===== src/wnf_pkg.sv =====
`default_nettype none
package wnf_pkg;

	// fixed field widths
	localparam int FRAC_W = 16;
	localparam int DIFF_W = 17;
	localparam int SQ_W   = 32;
	localparam int SUM_W  = 34;
	localparam int K_W    = 5;
	localparam int NORM_W = 17;
	localparam int TAN_W  = 18;

	// square root and divider sizes
	localparam int RAD_W     = 62;
	localparam int ROOT_W    = 31;
	localparam int QUO_W     = 17;
	localparam int NUM_W     = QUO_W + ROOT_W + 1;
	localparam int NUM_LANES = 3;

	// Q.15 limits
	localparam int ONE_Q15 = 32768;
	localparam int NMAX    = 32768;
	localparam int TMAX    = 65536;

	// product width and rounded width
	localparam int PROD_W = 36;
	localparam int RND_W  = 22;

	// sideband carried through the square root
	typedef struct packed {
		logic [2:0][FRAC_W-1:0] mag;
		logic [2:0]             neg;
		logic [K_W-1:0]         k;
		logic                   zero;
	} side_a_t;

	// sideband carried through the divider
	typedef struct packed {
		logic [2:0] neg;
		logic       zero;
	} side_b_t;

	// p / 2^15, rounded half away from zero
	function automatic logic signed [RND_W-1:0] rq15(input logic signed [PROD_W-1:0] p);
		logic [PROD_W-1:0] m;
		logic [RND_W-1:0]  r;
		m = p[PROD_W-1] ? PROD_W'(-p) : PROD_W'(p);
		r = RND_W'((m + PROD_W'(16384)) >> 15);
		return p[PROD_W-1] ? -$signed(r) : $signed(r);
	endfunction

	// saturate to the tangent range
	function automatic logic signed [TAN_W-1:0] sat_t(input logic signed [RND_W-1:0] v);
		if (v > RND_W'(TMAX)) return TAN_W'(TMAX);
		if (v < -$signed(RND_W'(TMAX))) return -$signed(TAN_W'(TMAX));
		return TAN_W'(v);
	endfunction

endpackage
`default_nettype wire


===== src/wnf_sqrt.sv =====
`default_nettype none
// Pipelined integer square root, one result bit per stage.
module wnf_sqrt #(
	parameter int TAG_W = 1
) (
	input  wire logic                       clk,
	input  wire logic                       arst_n,
	input  wire logic                       in_vld,
	input  wire logic [wnf_pkg::RAD_W-1:0]  rad,
	input  wire logic [TAG_W-1:0]           in_tag,
	output logic                            out_vld,
	output logic [wnf_pkg::ROOT_W-1:0]      root,
	output logic [TAG_W-1:0]                out_tag
);
	localparam int RW    = wnf_pkg::ROOT_W;
	localparam int AW    = wnf_pkg::RAD_W;
	localparam int REM_W = RW + 3;

	logic             vld_s  [0:RW];
	logic [REM_W-1:0] rem_s  [0:RW];
	logic [RW-1:0]    root_s [0:RW];
	logic [AW-1:0]    rad_s  [0:RW];
	logic [TAG_W-1:0] tag_s  [0:RW];

	assign vld_s[0]  = in_vld;
	assign rem_s[0]  = '0;
	assign root_s[0] = '0;
	assign rad_s[0]  = rad;
	assign tag_s[0]  = in_tag;

	for (genvar i = 0; i < RW; i++) begin : g_stage
		logic [REM_W-1:0] rem_sh;
		logic [REM_W-1:0] trial;
		logic             ge;

		// bring down two radicand bits, try root*4+1
		always_comb begin
			rem_sh = {rem_s[i][REM_W-3:0], rad_s[i][AW-1 -: 2]};
			trial  = REM_W'({root_s[i], 2'b01});
			ge     = rem_sh >= trial;
		end

		always_ff @(posedge clk or negedge arst_n) begin
			if (!arst_n) begin
				vld_s[i+1] <= 1'b0;
			end else begin
				vld_s[i+1] <= vld_s[i];
			end
		end

		always_ff @(posedge clk) begin
			rem_s[i+1]  <= ge ? rem_sh - trial : rem_sh;
			root_s[i+1] <= {root_s[i][RW-2:0], ge};
			rad_s[i+1]  <= {rad_s[i][AW-3:0], 2'b00};
			tag_s[i+1]  <= tag_s[i];
		end
	end

	assign out_vld = vld_s[RW];
	assign root    = root_s[RW];
	assign out_tag = tag_s[RW];

endmodule
`default_nettype wire


===== config.mk =====
export PLATFORM = sky130hd
export DESIGN_NAME = wnf_sqrt
export DESIGN_NICKNAME = d
export VERILOG_FILES = /design/src/wnf_pkg.sv /design/src/wnf_sqrt.sv
export SDC_FILE = /design/constraint.sdc
export NUM_CORES = 2
export LEC_CHECK = 0
export BUFFER_PORTS_ARGS = -buffer_cell sky130_fd_sc_hd__buf_2
export CAP_MARGIN = 40
export CORE_AREA = 2 2 379 381
export DETAILED_ROUTE_END_ITERATION = 6
export DIE_AREA = 0 0 381 383
export GPL_TIMING_DRIVEN = 0
export PLACE_DENSITY = 0.85
export SYNTH_ARGS = -nofsm -noshare
export SYNTH_HDL_FRONTEND = slang
export SYNTH_SLANG_ARGS = --single-unit

===== constraint.sdc =====
create_clock -name clk -period 4.5 [get_ports clk]
set_input_delay 0.45 -clock clk [delete_from_list [all_inputs] [get_ports clk]]
set_output_delay 0.45 -clock clk [all_outputs]
set_load 0.02 [all_outputs]

==> metrics list <==
* Result of the run: finished clean
* Most numerous cell on the critical path: sky130_fd_sc_hd__buf_1
* Post-synth design cell area: 87500 um2
- In the final routed layout, each cell accounts on average for 17.8 um.
* Number of register bits inferred by synthesis: 2402
* Distinct cell type count after synthesis: 86
* Number of synthesis warnings: 0
- The clock drives 2402 sinks.
- CTS tree: done
* CTS clock-pin slew for the worst setup and hold paths: 0.07 ns
* Endpoints failing hold: 0
- CTS HTree Levels: 4
- Detailed routing inserted a total of 61400 vias.
* Area of combinational cells with multiple inputs: 36100 um2
- Maximum achievable frequency: 238 MHz
* Highest ir drop seen on vdd: 450 uV
- The worst register-to-register path begins at g_stage[28].trial[11]$_DFF_P_.
* Filler cell count: 10300
- Setup repair after global routing missed its margin: false
* Transition time of the tightest slew-check pin: 1.05 ns
* Worst R2R Setup Slack: 0.29 ns
- Drt initial violations: 4545
- Data on the critical path arrives at its endpoint at 4.96 ns.
* Number of input and output port buffers inserted: 98
- Dpl cell area: 90400 um2
- In this run the static leakage power is 46.5 nW.
- Clock tree synthesis selected as its root buffer the cell sky130_fd_sc_hd__clkbuf_16.
- Antenna violations before repair: 4
* Final std cell area, no fill: 99100 um2
* Number of buffers created by CTS: 223
* Final antenna-violating net count: 0
- The final layout contains 9522 nets.
- Yosys mapped a number of flops with a built-in enable equal to 0.
- Dividing the detail-routed via count by the number of cells gives 5.57.
* Final worst hold slack: 0.170 ns
- R2r endpoint: g_stage[29].rem_sh[16]$_DFF_P_
* Area taken by flip-flops and latches: 48200 um2
- Sequential element share of the synthesized area: 0.551
- When the netlist entered floorplanning its net count stood at 9128.
- At the placement stage, the worst setup path has a slack of 0.149 ns.
- STA classifies the critical path startpoint as a register.
* Final setup skew: 0.0552 ns
- The number of placed instances, taps included, is 10500.
- DRC errors left: 0
- In this run the standard cell core region covers 142000 um2.
* Standard-cell row count: 139
- STA puts the critical path data required time at 5.26 ns.
- For this run, the total global-route usage over all layers was measured as 0.265.
- For this design the ratio of total power to cell area is 572 nW/um2.
* Initial Utilization: 0.615
* Insertion delay of the later-clocked pin in the worst-skew pair: 0.87 ns
- For this run, the leading register cell type out of synthesis is sky130_fd_sc_hd__dfxtp_1.
* Syn avg cell area: 10.3 um2
* Share of flip-flops with an asynchronous set or reset: 0.0129
- Critical path peak fanout: 10
- After detailed routing, the total wire length is 196000 um.
- Final critical-path required period: 4.21 ns
- No sink is reached through more buffers than the 3 on the longest clock path.
- The signal on the critical path passes through inv_1, ha_1, and3_1, clkbuf_1, a211o_1, a211oi_1, o41a_1, o221ai_1, nor3_4, buf_1, buf_1, nand2_1, o21ai_0.
- Setup slack closes at 0.293 ns.
- Adding up every negative setup slack in the final design gives 0 ns.
* Via count of the first global-routing pass: 60800
- Tightest slew margin relative to the limit: 0.292
- Of the available clock period, the critical path in the final layout requires 0.935.
* Crit-path slowest cell: sky130_fd_sc_hd__a211oi_1
* MaxCap Viol Count: 0
* Final-report setup violation count: 0
- In the layout the commonest cells are sky130_fd_sc_hd__dfxtp_1, sky130_fd_sc_hd__inv_1, sky130_fd_sc_hd__nand2_1.
* Count of non-filler cells in the finished layout: 11000
* Worst setup EP type: register
- Compared with the post-synthesis result, the final layout area differs by 13.3%.
* Die Wd: 381 um
- Class of the tightest hold or removal check: in -> async
- Vert. Die Dim: 383 um
* Layout cells sized above 1: 0.0735
* Leftover overflow at the end of global routing: 0
- CP Class: reg -> reg
- 99 I/O pins were placed.
- For this run, the detailed router's first-pass iteration total came to 7.
* Post-CTS Repair Setup Buffers: 0
- Counting cells, the worst reg-to-reg path comes to 13.
* Wire length of the first global-routing pass: 314000 um
* Most common library cell in the layout ignoring fill and taps: sky130_fd_sc_hd__dfxtp_1
- Die area: 146000 um2
* Max stage delay on crit path: 0.54 ns
* Max-slew violation count: 0
- The cell count after synthesis came out at 8534.
- Pin count of the biggest net entering global routing: 32
- The congestion estimate from routability-driven global placement came to 0.956.
- HPWL Detailed: 143000 um
-- synth_stat cells (14+ instances only) --
cell	instances	area (um2)
sky130_fd_sc_hd__a311oi_1	14	123
sky130_fd_sc_hd__a2111oi_0	17	149
sky130_fd_sc_hd__nand4_1	100	626
sky130_fd_sc_hd__o21bai_1	40	300
sky130_fd_sc_hd__nor2_1	483	1810
sky130_fd_sc_hd__a211oi_1	49	368
sky130_fd_sc_hd__nor3_1	220	1100
sky130_fd_sc_hd__nand3_1	127	636
sky130_fd_sc_hd__ha_1	528	6610
sky130_fd_sc_hd__or3_1	103	644
sky130_fd_sc_hd__or4_1	59	443
sky130_fd_sc_hd__o21a_1	104	781
sky130_fd_sc_hd__mux2_2	93	1050
sky130_fd_sc_hd__and2_1	32	200
sky130_fd_sc_hd__nor4_1	103	644
sky130_fd_sc_hd__xor2_1	365	3200
sky130_fd_sc_hd__inv_1	657	2470
sky130_fd_sc_hd__and3_1	46	288
sky130_fd_sc_hd__dfxtp_1	2371	47500
sky130_fd_sc_hd__o21ai_0	469	2350
sky130_fd_sc_hd__xnor2_1	396	3470
sky130_fd_sc_hd__a211o_1	17	149
sky130_fd_sc_hd__clkbuf_1	168	631
sky130_fd_sc_hd__o31ai_1	66	495
sky130_fd_sc_hd__or2_2	45	282
sky130_fd_sc_hd__nand3b_1	26	195
sky130_fd_sc_hd__a31oi_1	42	263
sky130_fd_sc_hd__nand2_1	570	2140
sky130_fd_sc_hd__nor4b_1	21	184
sky130_fd_sc_hd__a21boi_0	24	180
sky130_fd_sc_hd__nor2b_1	73	457
sky130_fd_sc_hd__o211ai_1	35	263
sky130_fd_sc_hd__nand4b_1	14	123
sky130_fd_sc_hd__and4_1	17	149
sky130_fd_sc_hd__a21oi_1	468	2340
sky130_fd_sc_hd__dfrtp_1	31	776
sky130_fd_sc_hd__nand2b_1	103	644
sky130_fd_sc_hd__a21o_1	235	1760
-- worst max path at each step --
stage,start,endpoint,cells past startpoint
2_1_floorplan,g_stage[23].trial[5]$_DFF_P_,g_stage[24].rem_sh[2]$_DFF_P_,13
3_3_place_gp,g_stage[28].trial[11]$_DFF_P_,g_stage[29].rem_sh[16]$_DFF_P_,13
3_5_place_dp,g_stage[20].trial[2]$_DFF_P_,g_stage[21].rem_sh[12]$_DFF_P_,13
4_1_cts,g_stage[20].trial[2]$_DFF_P_,g_stage[21].rem_sh[12]$_DFF_P_,13
5_1_grt,g_stage[23].trial[5]$_DFF_P_,g_stage[24].rem_sh[24]$_DFF_P_,13
6_report,g_stage[28].trial[11]$_DFF_P_,g_stage[29].rem_sh[16]$_DFF_P_,13
-- stage by stage --
step | power, mW | utilization
2_1_floorplan | 34.0 | -
5_1_grt | 59.3 | 0.697
6_report | 56.7 | 0.697
4_1_cts | 56.9 | 0.697
3_5_place_dp | 36.9 | 0.636
3_3_place_gp | 36.6 | 0.635
-- kinds of logic (layout without fill, tap and decap cells) --
family | count (synthesis) | count (layout) | synth area share
other | 1 | 5 | 0.0000428
flip-flops | 2402 | 2402 | 0.551
AND/OR/NAND/NOR | 2176 | 2176 | 0.124
buffers and inverters | 844 | 1427 | 0.0366
XOR/XNOR | 761 | 761 | 0.0761
multiplexers | 106 | 106 | 0.0135
AO/OA/AOI/OAI | 1716 | 1716 | 0.123
adder cells (fa/ha/maj) | 528 | 528 | 0.0755
-- critical path: cells and delay by family, from the launching register on --
kind,cells,cell delay [ns]
AND/OR/NAND/NOR,3,0.65
AO/OA/AOI/OAI,5,1.61
adder cells (fa/ha/maj),1,0.31
flip-flops,1,0.40
buffers and inverters,4,1.11
-- state kept, by name, summed over array words and instances (netlist names) --
register        flops
out_vld             1
out_tag             1
g_stage.rem_sh    974
root               31
tag_s              30
g_stage.trial     465
vld_s              30
rad_s             870
-- where the power goes --
| part | internal (mW) | switching [mW] | total [mW] | leakage, nW |
|---|---|---|---|---|
| combinational | 4.19 | 5.33 | 9.51 | 22.4 |
| clock | 11.6 | 8.32 | 19.9 | 3.91 |
| sequential | 24.7 | 2.58 | 27.3 | 20.2 |
| total | 40.5 | 16.2 | 56.7 | 46.5 |
-- area by class of cell --
cell class | instances | area share
sequential | 2402 | 0.487
multi-input combinational | 5288 | 0.364
clock buffer | 281 | 0.0619
inverter | 659 | 0.0250
tap | 1903 | 0.0240
clock inverter | 133 | 0.0190
timing repair buffer | 169 | 0.0118
buffer | 185 | 0.00736
antenna | 4 | 0.000101
-- per-layer routing --
| metal | global-route usage | part of all wire | up-vias |
|---|---|---|---|
| li1 | - | - | 30100 |
| met1 | 0.322 | 0.42 | 29000 |
| met2 | 0.470 | 0.50 | 1863 |
| met3 | 0.0377 | 0.050 | 476 |
| met4 | 0.107 | 0.036 | 0 |
| met5 | 0 | 0 | - |
-- repair_timing --
action / 4_1_cts / 5_1_grt
hold buffers: 66 / 0
pin swaps: 0 / 0
gates resized for setup: 1 / 6
endpoints found under the setup margin: 1 / 19
hold endpoints to repair: 96 / 0
Power figures use the tool's default switching activity.
